[src/dbpfs_pkg.sv]
// ----------------------------------------------------------------------------
// dbpfs_pkg: shared types and constants for the fan speed controller
// Register indexes, event kinds, reset values and the bundles passed
// between the configuration, debounce and control modules.
// ----------------------------------------------------------------------------
package dbpfs_pkg;

  localparam int unsigned ValW   = 8;   // width of the configuration registers and counters
  localparam int unsigned ModeW  = 2;
  localparam int unsigned CfgIdxW = 3;
  localparam int unsigned InDataW  = 8;
  localparam int unsigned OutDataW = 32;

  // register indexes
  localparam logic [CfgIdxW-1:0] RegSpeedStep   = 3'd0;
  localparam logic [CfgIdxW-1:0] RegAdjInterval = 3'd1;
  localparam logic [CfgIdxW-1:0] RegDebMax      = 3'd2;
  localparam logic [CfgIdxW-1:0] RegDebMin      = 3'd3;
  localparam logic [CfgIdxW-1:0] RegPressThr    = 3'd4;
  localparam logic [CfgIdxW-1:0] RegReleaseThr  = 3'd5;
  localparam logic [CfgIdxW-1:0] RegFullOn      = 3'd6;
  localparam logic [CfgIdxW-1:0] RegOffValue    = 3'd7;

  // event kinds
  typedef enum logic [ModeW-1:0] {
    ModePoll    = 2'd0,
    ModeTick    = 2'd1,
    ModeCompare = 2'd2,
    ModeUnused  = 2'd3
  } mode_e;

  // reset values
  localparam logic [ValW-1:0] RstSpeedStep   = 8'd4;
  localparam logic [ValW-1:0] RstAdjInterval = 8'd50;
  localparam logic [ValW-1:0] RstDebMax      = 8'd2;
  localparam logic [ValW-1:0] RstDebMin      = 8'd1;
  localparam logic [ValW-1:0] RstPressThr    = 8'd2;
  localparam logic [ValW-1:0] RstReleaseThr  = 8'd1;
  localparam logic [ValW-1:0] RstFullOn      = 8'h01;
  localparam logic [ValW-1:0] RstOffValue    = 8'hff;
  localparam logic [ValW-1:0] RstCount       = 8'd1;
  localparam logic [ValW-1:0] RstOnCompare   = 8'h01;
  localparam logic [ValW-1:0] RstCompare     = 8'h01;
  localparam logic [ValW-1:0] TickMax        = 8'hff;
  localparam int unsigned     LedShift       = 5;   // speed / 32 picks the LED

  typedef struct packed {
    logic [ValW-1:0] speed_step;
    logic [ValW-1:0] adjust_interval;
    logic [ValW-1:0] debounce_max;
    logic [ValW-1:0] debounce_min;
    logic [ValW-1:0] press_threshold;
    logic [ValW-1:0] release_threshold;
    logic [ValW-1:0] full_on_value;
    logic [ValW-1:0] off_value;
  } cfg_t;

  typedef struct packed {
    logic            fan_drive;
    logic            pwm_enabled;
    logic [ValW-1:0] next_compare;
    logic [ValW-1:0] speed_setting;
  } res_t;

endpackage

[src/debounced_button_pwm_fan_speed.sv]
// ----------------------------------------------------------------------------
// debounced_button_pwm_fan_speed: PWM fan speed controller, two buttons
// Channel  Dir  Word                                   Accepted when
// s_axis   in   tuser mode, tdata up_pin/down_pin      tvalid && tready
// m_axis   out  fan/pwm/compare/speed/led              tvalid && tready
// cfg      in   index + byte                           cfg_we_i
//
// One word per cycle sustained while m_axis_tready holds; a taken word fills
// the input register, then the result register after one short pass of
// compares and 9-bit adds. Reset puts the valid flags and state registers
// at their reset values, not the word or result data; no clearing pass.
// The input register takes a new word while a result waits, so a stalled
// output costs one stage before s_axis_tready drops.
// ----------------------------------------------------------------------------
module debounced_button_pwm_fan_speed (
  input  logic                             clk_i,
  input  logic                             rst_ni,
  // config write port
  input  logic                             cfg_we_i,
  input  logic [dbpfs_pkg::CfgIdxW-1:0]    cfg_idx_i,
  input  logic [dbpfs_pkg::ValW-1:0]       cfg_wdata_i,
  // input stream
  input  logic                             s_axis_tvalid,
  output logic                             s_axis_tready,
  input  logic [dbpfs_pkg::InDataW-1:0]    s_axis_tdata,  // [0] up_pin, [1] down_pin
  input  logic [dbpfs_pkg::ModeW-1:0]      s_axis_tuser,  // [1:0] mode
  // output stream
  output logic                             m_axis_tvalid,
  input  logic                             m_axis_tready,
  // [0] fan_drive, [1] pwm_enabled, [9:2] next_compare,
  // [17:10] speed_setting, [25:18] led_pattern
  output logic [dbpfs_pkg::OutDataW-1:0]   m_axis_tdata
);
  import dbpfs_pkg::*;

  cfg_t             cfg;
  res_t             res;
  logic             in_vld_q;
  logic [ModeW-1:0] mode_q;
  logic             up_q, down_q;
  logic             out_vld_q;
  res_t             res_q;
  logic             fire;
  logic             poll;
  logic             up_pressed, down_pressed;
  logic [ValW-1:0]  led;

  assign fire          = in_vld_q && (!out_vld_q || m_axis_tready);
  assign poll          = fire && (mode_e'(mode_q) == ModePoll);
  assign s_axis_tready = !in_vld_q || fire;

  // input register
  always_ff @(posedge clk_i or negedge rst_ni) begin
    if (!rst_ni) begin
      in_vld_q <= 1'b0;
    end else if (s_axis_tready) begin
      in_vld_q <= s_axis_tvalid;
    end
  end

  always_ff @(posedge clk_i) begin
    if (s_axis_tready && s_axis_tvalid) begin
      mode_q <= s_axis_tuser;
      up_q   <= s_axis_tdata[0];
      down_q <= s_axis_tdata[1];
    end
  end

  dbpfs_cfg u_cfg (
    .clk_i       (clk_i),
    .rst_ni      (rst_ni),
    .cfg_we_i    (cfg_we_i),
    .cfg_idx_i   (cfg_idx_i),
    .cfg_wdata_i (cfg_wdata_i),
    .cfg_o       (cfg)
  );

  dbpfs_debounce u_deb_up (
    .clk_i     (clk_i),
    .rst_ni    (rst_ni),
    .poll_i    (poll),
    .pin_i     (up_q),
    .cfg_i     (cfg),
    .pressed_o (up_pressed)
  );

  dbpfs_debounce u_deb_down (
    .clk_i     (clk_i),
    .rst_ni    (rst_ni),
    .poll_i    (poll),
    .pin_i     (down_q),
    .cfg_i     (cfg),
    .pressed_o (down_pressed)
  );

  dbpfs_ctrl u_ctrl (
    .clk_i          (clk_i),
    .rst_ni         (rst_ni),
    .fire_i         (fire),
    .mode_i         (mode_q),
    .up_pressed_i   (up_pressed),
    .down_pressed_i (down_pressed),
    .cfg_i          (cfg),
    .res_o          (res)
  );

  // result register
  always_ff @(posedge clk_i or negedge rst_ni) begin
    if (!rst_ni) begin
      out_vld_q <= 1'b0;
    end else if (fire) begin
      out_vld_q <= 1'b1;
    end else if (m_axis_tready) begin
      out_vld_q <= 1'b0;
    end
  end

  always_ff @(posedge clk_i) begin
    if (fire) res_q <= res;
  end

  // active-low one-hot LED from the top three speed bits
  assign led = ~(ValW'(1) << res_q.speed_setting[ValW-1:LedShift]);

  assign m_axis_tvalid = out_vld_q;
  assign m_axis_tdata  = {6'b0, led, res_q.speed_setting, res_q.next_compare,
                          res_q.pwm_enabled, res_q.fan_drive};

endmodule

[src/dbpfs_cfg.sv]
// ----------------------------------------------------------------------------
// dbpfs_cfg: configuration register file
// Eight byte-wide registers, written through a plain write port.
// ----------------------------------------------------------------------------
module dbpfs_cfg (
  input  logic                             clk_i,
  input  logic                             rst_ni,
  input  logic                             cfg_we_i,
  input  logic [dbpfs_pkg::CfgIdxW-1:0]    cfg_idx_i,
  input  logic [dbpfs_pkg::ValW-1:0]       cfg_wdata_i,
  output dbpfs_pkg::cfg_t                  cfg_o
);
  import dbpfs_pkg::*;

  cfg_t cfg_q, cfg_d;

  // decode the write
  always_comb begin
    cfg_d = cfg_q;
    if (cfg_we_i) begin
      case (cfg_idx_i)
        RegSpeedStep:   cfg_d.speed_step        = cfg_wdata_i;
        RegAdjInterval: cfg_d.adjust_interval   = cfg_wdata_i;
        RegDebMax:      cfg_d.debounce_max      = cfg_wdata_i;
        RegDebMin:      cfg_d.debounce_min      = cfg_wdata_i;
        RegPressThr:    cfg_d.press_threshold   = cfg_wdata_i;
        RegReleaseThr:  cfg_d.release_threshold = cfg_wdata_i;
        RegFullOn:      cfg_d.full_on_value     = cfg_wdata_i;
        RegOffValue:    cfg_d.off_value         = cfg_wdata_i;
        default:        cfg_d = cfg_q;
      endcase
    end
  end

  always_ff @(posedge clk_i or negedge rst_ni) begin
    if (!rst_ni) begin
      cfg_q.speed_step        <= RstSpeedStep;
      cfg_q.adjust_interval   <= RstAdjInterval;
      cfg_q.debounce_max      <= RstDebMax;
      cfg_q.debounce_min      <= RstDebMin;
      cfg_q.press_threshold   <= RstPressThr;
      cfg_q.release_threshold <= RstReleaseThr;
      cfg_q.full_on_value     <= RstFullOn;
      cfg_q.off_value         <= RstOffValue;
    end else begin
      cfg_q <= cfg_d;
    end
  end

  assign cfg_o = cfg_q;

endmodule

[src/dbpfs_debounce.sv]
// ----------------------------------------------------------------------------
// dbpfs_debounce: one button debouncer
// Saturating counter between floor and ceiling, pressed flag with hysteresis.
// The updated pressed flag is also given combinationally for the same poll.
// ----------------------------------------------------------------------------
module dbpfs_debounce (
  input  logic            clk_i,
  input  logic            rst_ni,
  input  logic            poll_i,      // a poll word is processed this cycle
  input  logic            pin_i,       // raw level, low means pressed
  input  dbpfs_pkg::cfg_t cfg_i,
  output logic            pressed_o    // pressed flag after this poll
);
  import dbpfs_pkg::*;

  logic [ValW-1:0] count_q, count_d;
  logic            pressed_q, pressed_d;
  logic [ValW:0]   count_inc;

  // counter step: up toward the ceiling, down toward the floor
  always_comb begin
    count_inc = {1'b0, count_q} + {{ValW{1'b0}}, 1'b1};
    if (!pin_i) begin
      count_d = (count_inc > {1'b0, cfg_i.debounce_max}) ? cfg_i.debounce_max
                                                         : count_inc[ValW-1:0];
    end else begin
      count_d = (count_q > cfg_i.debounce_min) ? count_q - ValW'(1) : cfg_i.debounce_min;
    end
  end

  // hysteresis, press test first
  always_comb begin
    if (count_d >= cfg_i.press_threshold) begin
      pressed_d = 1'b1;
    end else if (count_d <= cfg_i.release_threshold) begin
      pressed_d = 1'b0;
    end else begin
      pressed_d = pressed_q;
    end
  end

  always_ff @(posedge clk_i or negedge rst_ni) begin
    if (!rst_ni) begin
      count_q   <= RstCount;
      pressed_q <= 1'b0;
    end else if (poll_i) begin
      count_q   <= count_d;
      pressed_q <= pressed_d;
    end
  end

  assign pressed_o = poll_i ? pressed_d : pressed_q;

endmodule

[src/dbpfs_ctrl.sv]
// ----------------------------------------------------------------------------
// dbpfs_ctrl: tick counter, speed adjustment and PWM toggle
// Holds the controller state and gives its value after the current word.
// ----------------------------------------------------------------------------
module dbpfs_ctrl (
  input  logic                          clk_i,
  input  logic                          rst_ni,
  input  logic                          fire_i,     // a word is processed
  input  logic [dbpfs_pkg::ModeW-1:0]   mode_i,
  input  logic                          up_pressed_i,
  input  logic                          down_pressed_i,
  input  dbpfs_pkg::cfg_t               cfg_i,
  output dbpfs_pkg::res_t               res_o
);
  import dbpfs_pkg::*;

  logic [ValW-1:0] tick_q, tick_d;
  logic [ValW-1:0] on_cmp_q, on_cmp_d;
  logic [ValW-1:0] cmp_q, cmp_d;
  logic            fan_q, fan_d;
  logic            pwm_q, pwm_d;
  logic [ValW:0]   up_sum;
  logic [ValW:0]   down_lim;
  logic            adjust;

  // adjustment arithmetic
  assign up_sum   = {1'b0, on_cmp_q} + {1'b0, cfg_i.speed_step};
  assign down_lim = {1'b0, cfg_i.speed_step} + {1'b0, cfg_i.full_on_value};
  assign adjust   = (tick_q >= cfg_i.adjust_interval);

  // next state per event kind
  always_comb begin
    tick_d   = tick_q;
    on_cmp_d = on_cmp_q;
    cmp_d    = cmp_q;
    fan_d    = fan_q;
    pwm_d    = pwm_q;
    case (mode_e'(mode_i))
      ModePoll: begin
        if (adjust) begin
          tick_d = '0;
          if (up_pressed_i) begin
            on_cmp_d = (up_sum < {1'b0, cfg_i.off_value}) ? up_sum[ValW-1:0]
                                                           : cfg_i.off_value;
          end else if (down_pressed_i) begin
            // on - step > full  <=>  on > step + full
            on_cmp_d = ({1'b0, on_cmp_q} > down_lim) ? on_cmp_q - cfg_i.speed_step
                                                     : cfg_i.full_on_value;
          end
        end
      end
      ModeTick: begin
        if (tick_q != TickMax) tick_d = tick_q + ValW'(1);
      end
      ModeCompare: begin
        if (on_cmp_q == cfg_i.off_value) begin
          pwm_d = 1'b0;
          fan_d = 1'b0;
        end else begin
          fan_d = !fan_q;
          pwm_d = 1'b1;
          cmp_d = fan_d ? cfg_i.off_value : on_cmp_q;
        end
      end
      default: begin
        tick_d = tick_q;
      end
    endcase
  end

  always_ff @(posedge clk_i or negedge rst_ni) begin
    if (!rst_ni) begin
      tick_q   <= '0;
      on_cmp_q <= RstOnCompare;
      cmp_q    <= RstCompare;
      fan_q    <= 1'b0;
      pwm_q    <= 1'b1;
    end else if (fire_i) begin
      tick_q   <= tick_d;
      on_cmp_q <= on_cmp_d;
      cmp_q    <= cmp_d;
      fan_q    <= fan_d;
      pwm_q    <= pwm_d;
    end
  end

  assign res_o.fan_drive     = fan_d;
  assign res_o.pwm_enabled   = pwm_d;
  assign res_o.next_compare  = cmp_d;
  assign res_o.speed_setting = on_cmp_d;

endmodule

[config.mk]
export PLATFORM = sky130hd
export DESIGN_NAME = debounced_button_pwm_fan_speed
export DESIGN_NICKNAME = d
export VERILOG_FILES = /design/src/dbpfs_pkg.sv /design/src/debounced_button_pwm_fan_speed.sv /design/src/dbpfs_cfg.sv /design/src/dbpfs_debounce.sv /design/src/dbpfs_ctrl.sv
export SDC_FILE = /design/constraint.sdc
export NUM_CORES = 1
export LEC_CHECK = 0
export BUFFER_PORTS_ARGS = -buffer_cell sky130_fd_sc_hd__buf_2
export CAP_MARGIN = 30
export CORE_AREA = 8 8 206 208
export DETAILED_ROUTE_END_ITERATION = 10
export DIE_AREA = 0 0 214 216
export PLACE_DENSITY = 0.51
export SYNTH_ARGS = -nofsm -noshare
export SYNTH_HDL_FRONTEND = slang
export SYNTH_SLANG_ARGS = --single-unit
[constraint.sdc]
create_clock -name clk_i -period 13.38 [get_ports clk_i]
set_input_delay 2.007 -clock clk_i [delete_from_list [all_inputs] [get_ports clk_i]]
set_output_delay 2.007 -clock clk_i [all_outputs]
set_load 0.005 [all_outputs]
==> impl_metrics.json, run 1 <==
{
  "hold_viol": 0,
  "p_comb_share_pct": 52.5,
  "r2r_cells": 18,
  "critPathLaunch": "u_deb_up.count_q[0]",
  "drv_slew": 0,
  "hold_slack_ns": 0.506,
  "grtUsageTotal_pct": 11.4,
  "setup_tns_ns": 0,
  "fin_crit_ns": 5.79,
  "r2r_end": "m_axis_tdata[12]",
  "switching_share_pct": 43.3,
  "synth_top_area_cell": "dfrtp_1",
  "cts_tree": "yes",
  "p_int_uw": 1370,
  "detail-route-antenna-nets": 0,
  "cts_setup_buffers": 0,
  "hp-class": "flop to flop",
  "period_share_pct": 43.2,
  "grt-ovfl-total": 0,
  "initial_utilization_pct": 24.7,
  "cts_resized": 0,
  "drc": 0,
  "fmax_mhz": 173,
  "grt_max_degree": 71,
  "yosysWarnings": 0,
  "first_global_vias": 7371,
  "cts.sinks": 132,
  "firstDrtPassIters": 5,
  "whs_path_depth": 1,
  "path_max_fanout": 14,
  "use_met1_pct": 15.2,
  "setup_viol": 0,
  "numCtsBuffers": 17,
  "fillers": 4098,
  "clk_latency_ns": 0.43,
  "setup.worst_path.end_class": "flop",
  "drtIter0Drc": 446,
  "die_x_um": 214,
  "fin_ws_ns": 7.59,
  "grt_use_met2_pct": 18.3,
  "dp_slack_ns": 7.67,
  "slowest_stage": "o31ai_1",
  "synthCells": 988,
  "gp_congestion": 0.849,
  "slew_headroom_pct": 40.7,
  "dieArea_sq_um": 46200,
  "clkPwrFrac_pct": 20.8,
  "crit_required_ns": 13.52,
  "synth-edff-count": 22,
  "grt_pass1_wl_um": 42100,
  "ios": 60,
  "ys_seq_area_share_pct": 35.5,
  "die_h_um": 216,
  "ys_async_sr_fraction_pct": 83.3,
  "drive_gt1_share_pct": 18.6,
  "p_seq_share_pct": 26.6,
  "fin_nets": 1176,
  "cellLeakagePower_uw": 0.00487,
  "cts_root_buffer": "clkbuf_16",
  "path_cells": "inv_1, nor3_1, nand4_1, xnor2_1, ha_1, nand4_1, or2_2, nand3_1, a21o_1, a21oi_1, o31ai_1, ha_1, a21oi_1, a21oi_1, o311a_1, or2_1, o21ai_2, a22oi_1",
  "maxCapViolCount": 0,
  "grt_use_met3_pct": 2.17,
  "holdBufCountCts": 0,
  "dp_hpwl_um": 19900,
  "tightestPinTransition_ns": 0.883,
  "antenna_found_initial": 2,
  "fin_skew_ns": 0.0111,
  "area_growth_pct": 15.4,
  "ir_drop_mv": 0.102,
  "avgRoutedWirePerCell_um": 16.6,
  "cp_slowest_stage_delay_ns": 0.74,
  "p_per_area_nw_per_um2": 216,
  "synth-seq-cells": 132,
  "synth_area_sq_um": 9700,
  "rsz0062_at_grt": "false",
  "critical_path_class": "flop to flop",
  "synth_top_area_share_pct": 22.7,
  "startpoint_type": "flop",
  "grt_busiest_layer": "met2",
  "vias": 7415,
  "crit_path_end": "m_axis_tdata[12]",
  "outcome": "completed",
  "switching_power_uw": 1050,
  "crit_path_frequent_cell": "a21oi_1",
  "synth_area_leaders": "dfrtp_1 23%, ha_1 15%, mux2_2 7.1%",
  "wirelength_um": 26200,
  "h-tree-depth": 4,
  "clkSlewWorstSetupHoldPaths_ns": 0.07,
  "coreArea_sq_um": 39200,
  "r2r_setup_slack_ns": 7.59,
  "p_total_uw": 2420,
  "yosysUniqueCellTypes": 72,
  "floorplan.rows": 73,
  "synthFlopType": "dfrtp_1",
  "regToRegStartpoint": "u_deb_up.count_q[0]",
  "clk_path_buf_depth": 2,
  "portBuffers": 47,
  "syn_avg_cell_area_sq_um": 9.81,
  "arrival_ns": 5.93,
  "drt-vias-per-instance": 4.72
}
synth_stat cells, drive strengths merged, types with 16 or more instances:
cell type	n
a21oi	57
buf	16
clkbuf	23
dfrtp	88
dfstp	22
edfxtp	22
ha	115
inv	81
mux2	62
mux2i	39
nand2	74
nand3	19
nor2	36
nor3	22
o21ai	63
xnor2	21
xor2	26
placed cells by master (no fill, tap or decap), types with 36 or more instances in the layout:
master   instances
nand2_1         74
nor2_1          36
mux2_2          61
inv_1           81
mux2i_1         39
ha_1           115
o21ai_0         60
dfrtp_1         88
a21oi_1         55
buf_2           46
per-stage QoR:
stage          instances  cell area (sq um)  utilization, %
2_1_floorplan        993               9720               -
3_3_place_gp        1535              10500            26.8
3_5_place_dp        1537              10500            26.8
4_1_cts             1569              11200            28.5
5_1_grt             1572              11200            28.5
6_report            1572              11200            28.5
power by group through the flow:
| stage | Sequential (uW) | Clock (uW) | Combinational, uW |
|---|---|---|---|
| after floorplan | 592 | 0 | 993 |
| after global placement | 651 | 0 | 1230 |
| after detailed placement | 653 | 0 | 1260 |
| after CTS | 646 | 518 | 1270 |
| after global routing | 661 | 538 | 1440 |
| final | 645 | 505 | 1270 |
flip-flops by register name (all words and copies together), names as in the netlist:
name	count
down_q	1
in_vld_q	1
m_axis_tdata	18
m_axis_tvalid	1
mode_q	2
u_cfg.cfg_o	64
u_ctrl.cmp_q	8
u_ctrl.fan_q	1
u_ctrl.on_cmp_q	8
u_ctrl.pwm_q	1
u_ctrl.tick_q	8
u_deb_down.count_q	8
u_deb_down.pressed_q	1
u_deb_up.count_q	8
u_deb_up.pressed_q	1
up_q	1
worst min-delay path by stage:
stage	from	endpoint	slack, ns
after floorplan	in_vld_q	m_axis_tvalid	0.48
after global placement	u_cfg.cfg_o[18]	u_cfg.cfg_o[18]	0.49
after detailed placement	u_cfg.cfg_o[22]	u_cfg.cfg_o[22]	0.49
after CTS	u_cfg.cfg_o[18]	u_cfg.cfg_o[18]	0.51
after global routing	u_cfg.cfg_o[18]	u_cfg.cfg_o[18]	0.52
final	u_cfg.cfg_o[18]	u_cfg.cfg_o[18]	0.51
routing by layer:
metal / wire [um] / up-vias
li1: - / 3669
met1: 12600 / 3573
met2: 12100 / 143
met3: 906 / 30
met4: 511 / 0
met5: 0 / -
kinds of logic (layout without fill, tap and decap cells):
kind of cell | Yosys count | after routing | synth area share (%)
simple gates | 240 | 240 | 12.5
compound gates | 229 | 229 | 15.9
flops | 132 | 132 | 35.5
buf+inv | 120 | 172 | 5.19
fa+ha+maj | 118 | 118 | 15.5
mux | 101 | 101 | 11.2
xor+xnor | 47 | 47 | 4.25
other cells | 1 | 8 | 0.0387
worst max-delay path: cells and delay by family (launching register included):
family / cells / cell delay (ns)
xor gates and xnor gates: 1 / 0.17
buffers and inverters: 1 / 0.15
DFF: 1 / 0.64
adders and majority gates: 2 / 0.73
and+or+nand+nor: 6 / 1.38
AOI/OAI and AO/OA: 8 / 2.42
area by class of cell:
class / instances / area [sq um] / share of cell area (%)
inverters: 81 / 304 / 2.72
well taps: 525 / 657 / 5.87
multi-input cells: 741 / 5780 / 51.6
clock buffers: 18 / 450 / 4.03
clock inverters: 14 / 184 / 1.64
repair buffers: 59 / 368 / 3.29
diodes: 2 / 5.00 / 0.0447
flip-flops and latches: 132 / 3440 / 30.8
No activity file was read; power rests on OpenSTA's default activity.
==> inputs of run 2 (changes only) <==
- clock period: 13.38 -> 6.1 ns (I/O delays scaled with it)
==> run 2 against run 1 <==
  * Via count about the same
  * Non-clock buffer count up 5
  * Combinational power up 120%
  * Final cell count up 0.25%
  * Sequential power up 120%
  * Worst setup slack worse by 7.0 ns
==> impl_metrics.json, run 2 (synthesis results as in run 1) <==
{
  "dieArea_sq_um": 46200,
  "hp-class": "flop to flop",
  "floorplan.rows": 73,
  "die_h_um": 216,
  "drt-vias-per-instance": 4.71,
  "tightestPinTransition_ns": 0.888,
  "drtIter0Drc": 333,
  "utilization_pct": 28.4,
  "avgRoutedWirePerCell_um": 16.9,
  "startpoint_type": "flop",
  "grt_max_degree": 66,
  "final_common_cell": "ha_1",
  "cts.sinks": 132,
  "vias": 7416,
  "holdBufCountCts": 0,
  "fin_nets": 1181,
  "grtUsageTotal_pct": 11.6,
  "hold_slack_ns": 0.505,
  "r2r_setup_slack_ns": 0.58,
  "h-tree-depth": 4,
  "arrival_ns": 5.66,
  "setup.worst_path.end_class": "flop",
  "drv_slew": 0,
  "regToRegStartpoint": "u_deb_down.count_q[0]",
  "ios": 60,
  "period_share_pct": 90.6,
  "whs_path_depth": 1,
  "antenna_found_initial": 1,
  "clk_path_buf_depth": 2,
  "r2r_end": "m_axis_tdata[12]",
  "setup_viol": 0,
  "outcome": "completed",
  "dp_hpwl_um": 20100,
  "cellLeakagePower_uw": 0.00486,
  "holdPathEnd": "u_cfg.cfg_o[18]",
  "area_growth_pct": 14.9,
  "path_max_fanout": 8,
  "initial_utilization_pct": 24.7,
  "drive_gt1_share_pct": 18.9,
  "largest_reg_flops": 64,
  "fin_crit_ns": 5.52,
  "portBuffers": 47,
  "r2r_cells": 20,
  "gp_congestion": 0.837,
  "clkSlewWorstSetupHoldPaths_ns": 0.07,
  "layout_common_cells": "115 x ha_1, 88 x dfrtp_1, 81 x inv_1",
  "firstDrtPassIters": 5,
  "crit_required_ns": 6.24,
  "worstHoldStart": "u_cfg.cfg_o[18]",
  "cts_tree": "yes",
  "clk_latency_ns": 0.43,
  "coreArea_sq_um": 39200,
  "slew_headroom_pct": 40.8,
  "numCtsBuffers": 17,
  "detail-route-antenna-nets": 0,
  "fmax_mhz": 181,
  "grt-ovfl-total": 0,
  "p_total_uw": 5290,
  "grt_pass1_wl_um": 42400,
  "fin_skew_ns": 0.0114,
  "critical_path_class": "flop to flop",
  "cts_setup_buffers": 0,
  "maxCapViolCount": 0,
  "cts_root_buffer": "clkbuf_16",
  "ir_drop_mv": 0.220,
  "setup_tns_ns": 0,
  "hold_viol": 0,
  "die_x_um": 214,
  "p_per_area_nw_per_um2": 475,
  "wirelength_um": 26600,
  "drc": 0,
  "rsz0062_at_grt": "false",
  "first_global_vias": 7415,
  "cts_resized": 0
}
-- run 2: cell count changes in the layout (fill, tap and decap cells not counted), sizes merged --
cell	delta
bufinv	-1
diode	-1
inv	+1
buf	+5
-- run 2: worst max path at each step --
stage | cells after the start | endpoint | slack, ns | startpoint
floorplan | 19 | m_axis_tdata[10] | 1.47 | u_deb_down.count_q[0]
global placement | 19 | m_axis_tdata[12] | 0.60 | u_deb_down.count_q[0]
detailed placement | 19 | m_axis_tdata[12] | 0.51 | u_deb_down.count_q[0]
CTS | 19 | m_axis_tdata[12] | 0.50 | u_deb_down.count_q[0]
global route | 20 | m_axis_tdata[10] | 0.25 | u_deb_down.count_q[0]
finish | 20 | m_axis_tdata[12] | 0.58 | u_deb_down.count_q[0]
-- run 2: power by group --
| group | leakage, uW | switching [uW] | internal [uW] |
|---|---|---|---|
| Sequential | 0.00146 | 267 | 1140 |
| Clock | 0.000284 | 452 | 585 |
| Combinational | 0.00312 | 1590 | 1250 |
| Total | 0.00486 | 2310 | 2980 |
-- run 2: area by class of cell --
class,instances,area [sq um]
sequential,132,3440
clock inverter,14,139
clock buffer,18,439
multi-input combinational,741,5780
fill,4109,28000
inverter,81,304
antenna,1,2.50
tap,525,657
timing repair buffer,64,385
-- run 2: metal layers --
layer | global-route usage, % | routed length, um
met1 | 15.4 | 12900
met2 | 18.8 | 12500
met3 | 2.20 | 815
met4 | 3.22 | 331
met5 | 0 | 0
-- run 2: through the flow --
stage	worst slack, ns	cells	cell area [sq um]
2_1_floorplan	1.47	993	9720
3_3_place_gp	0.599	1541	10500
3_5_place_dp	0.509	1543	10600
4_1_cts	0.502	1575	11100
5_1_grt	0.247	1576	11100
6_report	0.576	1576	11100
-- run 2: critical path, cell delays in order, from the launching register on --
cell and delay [ns]:
dfstp_2 0.59, ha_1 0.19, and3_1 0.19, and3_1 0.25, nand2b_1 0.14, nand2_1 0.06
ha_1 0.26, nand2_1 0.05, o21bai_1 0.15, a211oi_1 0.51, a211oi_4 0.16, nor3b_1 0.19
nor3_1 0.50, ha_1 0.33, nand2b_1 0.13, a31oi_1 0.21, o21ai_0 0.14, a41oi_1 0.31
nand2_1 0.17, o21ai_2 0.43, a22oi_1 0.23
==> inputs of run 3 (changes only) <==
- CELL_PAD_IN_SITES_DETAIL_PLACEMENT: default -> 1
- CELL_PAD_IN_SITES_GLOBAL_PLACEMENT: default -> 1
- PLACE_DENSITY: 0.51 -> 0.59
==> run 3 against run 2 <==
  * Total power grew 1.3%
  * Hold slack is essentially flat
  * Flip-flop and latch count stayed put
  * Final cell count grew 0.13%
  * Clock-buffer cell count up 2
  * Global-route usage up 1.2 points
  * Critical endpoint unchanged
  * Largest cell class unchanged
  * Highest routed layer unchanged
==> impl_metrics.json, run 3 (synthesis results as in run 1) <==
{
  "seq_area_sq_um": 3440,
  "hold_viol": 0,
  "clk_path_buf_depth": 2,
  "period_share_pct": 92.5,
  "drt-vias-per-instance": 4.80,
  "rsz0062_at_grt": "false",
  "drv_slew": 0,
  "fin_nets": 1184,
  "portBuffers": 47,
  "floorplan.rows": 73,
  "antenna_found_initial": 0,
  "regToRegStartpoint": "u_deb_down.count_q[0]",
  "cp_slowest_stage_delay_ns": 0.62,
  "largest_reg_flops": 64,
  "hp-class": "flop to flop",
  "drc": 0,
  "worstHoldStart": "u_cfg.cfg_o[23]",
  "path_cells": "ha_1, and3_1, and3_1, nand2b_1, nand2_1, ha_1, nand2_1, o32a_1, a211oi_4, mux2i_1, mux2i_1, ha_1, a21o_1, a21oi_1, o21ai_0, a41oi_1, nand2_1, o21ai_2, a22oi_1",
  "slowest_stage": "dfstp_2",
  "vias": 7575,
  "multi_input_area_sq_um": 5770,
  "cts_resized": 0,
  "critical_path_class": "flop to flop",
  "fillers": 4518,
  "clkSlewWorstSetupHoldPaths_ns": 0.06,
  "utilization_pct": 28.4,
  "tightestPinTransition_ns": 0.781,
  "die_x_um": 214,
  "ir_drop_mv": 0.228,
  "clk_latency_ns": 0.44,
  "initial_utilization_pct": 24.7,
  "crit_required_ns": 6.25,
  "cts_root_buffer": "clkbuf_16",
  "layout_common_cells": "115 x ha_1, 88 x dfrtp_1, 81 x inv_1",
  "p_per_area_nw_per_um2": 482,
  "first_global_vias": 8038,
  "holdPathEnd": "u_cfg.cfg_o[23]",
  "maxCapViolCount": 0,
  "drive_gt1_share_pct": 18.9,
  "area_growth_pct": 14.9,
  "grt_max_degree": 57,
  "numCtsBuffers": 17,
  "gp_congestion": 0.842,
  "dieArea_sq_um": 46200,
  "outcome": "completed",
  "n_antenna_cell": 0,
  "crit_family": "compound AO/OA/AOI/OAI gates",
  "grt-ovfl-total": 0,
  "r2r_cells": 19,
  "r2r_setup_slack_ns": 0.46,
  "cts_tree": "yes",
  "path_max_fanout": 8,
  "fin_crit_ns": 5.64,
  "detail-route-antenna-nets": 0,
  "setup_viol": 0,
  "path_buf_inv": 0,
  "firstDrtPassIters": 4,
  "drtIter0Drc": 368,
  "cts.sinks": 132,
  "startpoint_type": "flop",
  "whs_path_depth": 1,
  "dp_hpwl_um": 22700,
  "ios": 60,
  "grtUsageTotal_pct": 12.7,
  "fmax_mhz": 177,
  "wirelength_um": 29100,
  "cellLeakagePower_uw": 0.00486,
  "cts_setup_buffers": 0,
  "setup.worst_path.end_class": "flop",
  "r2r_end": "m_axis_tdata[12]",
  "fin_skew_ns": 0.0114,
  "coreArea_sq_um": 39200,
  "grt_pass1_wl_um": 46400,
  "die_h_um": 216,
  "avgRoutedWirePerCell_um": 18.4,
  "slew_headroom_pct": 47.5,
  "setup_tns_ns": 0,
  "h-tree-depth": 4,
  "final_common_cell": "ha_1",
  "arrival_ns": 5.80,
  "holdBufCountCts": 0
}
-- run 3: layout make-up --
| cell class | instances | share of cell area (%) |
|---|---|---|
| Clock buffer | 20 | 4.11 |
| Tap cell | 525 | 5.90 |
| Timing Repair Buffer | 67 | 3.66 |
| Multi-Input combinational cell | 741 | 51.8 |
| Clock inverter | 12 | 0.876 |
| Sequential cell | 132 | 30.9 |
| Inverter | 81 | 2.73 |
-- run 3: worst max path at each step --
| stage | from | end | slack, ns | depth (start not counted) |
|---|---|---|---|---|
| 6_report | u_deb_down.count_q[0] | m_axis_tdata[12] | 0.46 | 19 |
| 3_3_place_gp | u_deb_down.count_q[0] | m_axis_tdata[10] | 0.54 | 19 |
| 5_1_grt | u_deb_down.count_q[0] | m_axis_tdata[12] | 0.17 | 19 |
| 4_1_cts | u_deb_down.count_q[0] | m_axis_tdata[12] | 0.42 | 19 |
| 3_5_place_dp | u_deb_down.count_q[0] | m_axis_tdata[12] | 0.49 | 19 |
| 2_1_floorplan | u_deb_down.count_q[0] | m_axis_tdata[10] | 1.47 | 19 |
-- run 3: stage by stage --
| stage | setup WS (ns) | hold slack, ns | power (uW) | instance area, sq um | instances |
|---|---|---|---|---|---|
| global placement | 0.537 | 0.491 | 4290 | 10600 | 1545 |
| CTS | 0.423 | 0.509 | 5410 | 11100 | 1578 |
| global route | 0.166 | 0.525 | 5830 | 11100 | 1578 |
| floorplan | 1.47 | 0.479 | 3480 | 9720 | 993 |
| finish | 0.460 | 0.505 | 5360 | 11100 | 1578 |
| detailed placement | 0.491 | 0.496 | 4390 | 10600 | 1546 |
-- run 3: where the power goes --
part / switching, uW / internal (uW) / leakage (uW)
Combinational: 1670 / 1280 / 0.00313
Clock: 433 / 550 / 0.000272
Sequential: 283 / 1150 / 0.00146
Total: 2390 / 2970 / 0.00486
-- run 3: per-layer routing --
layer | track usage, % | share of wire [%]
met2 | 20.9 | 47
met1 | 16.7 | 48
met5 | 0 | 0
met4 | 4.72 | 2.4
met3 | 1.89 | 2.4
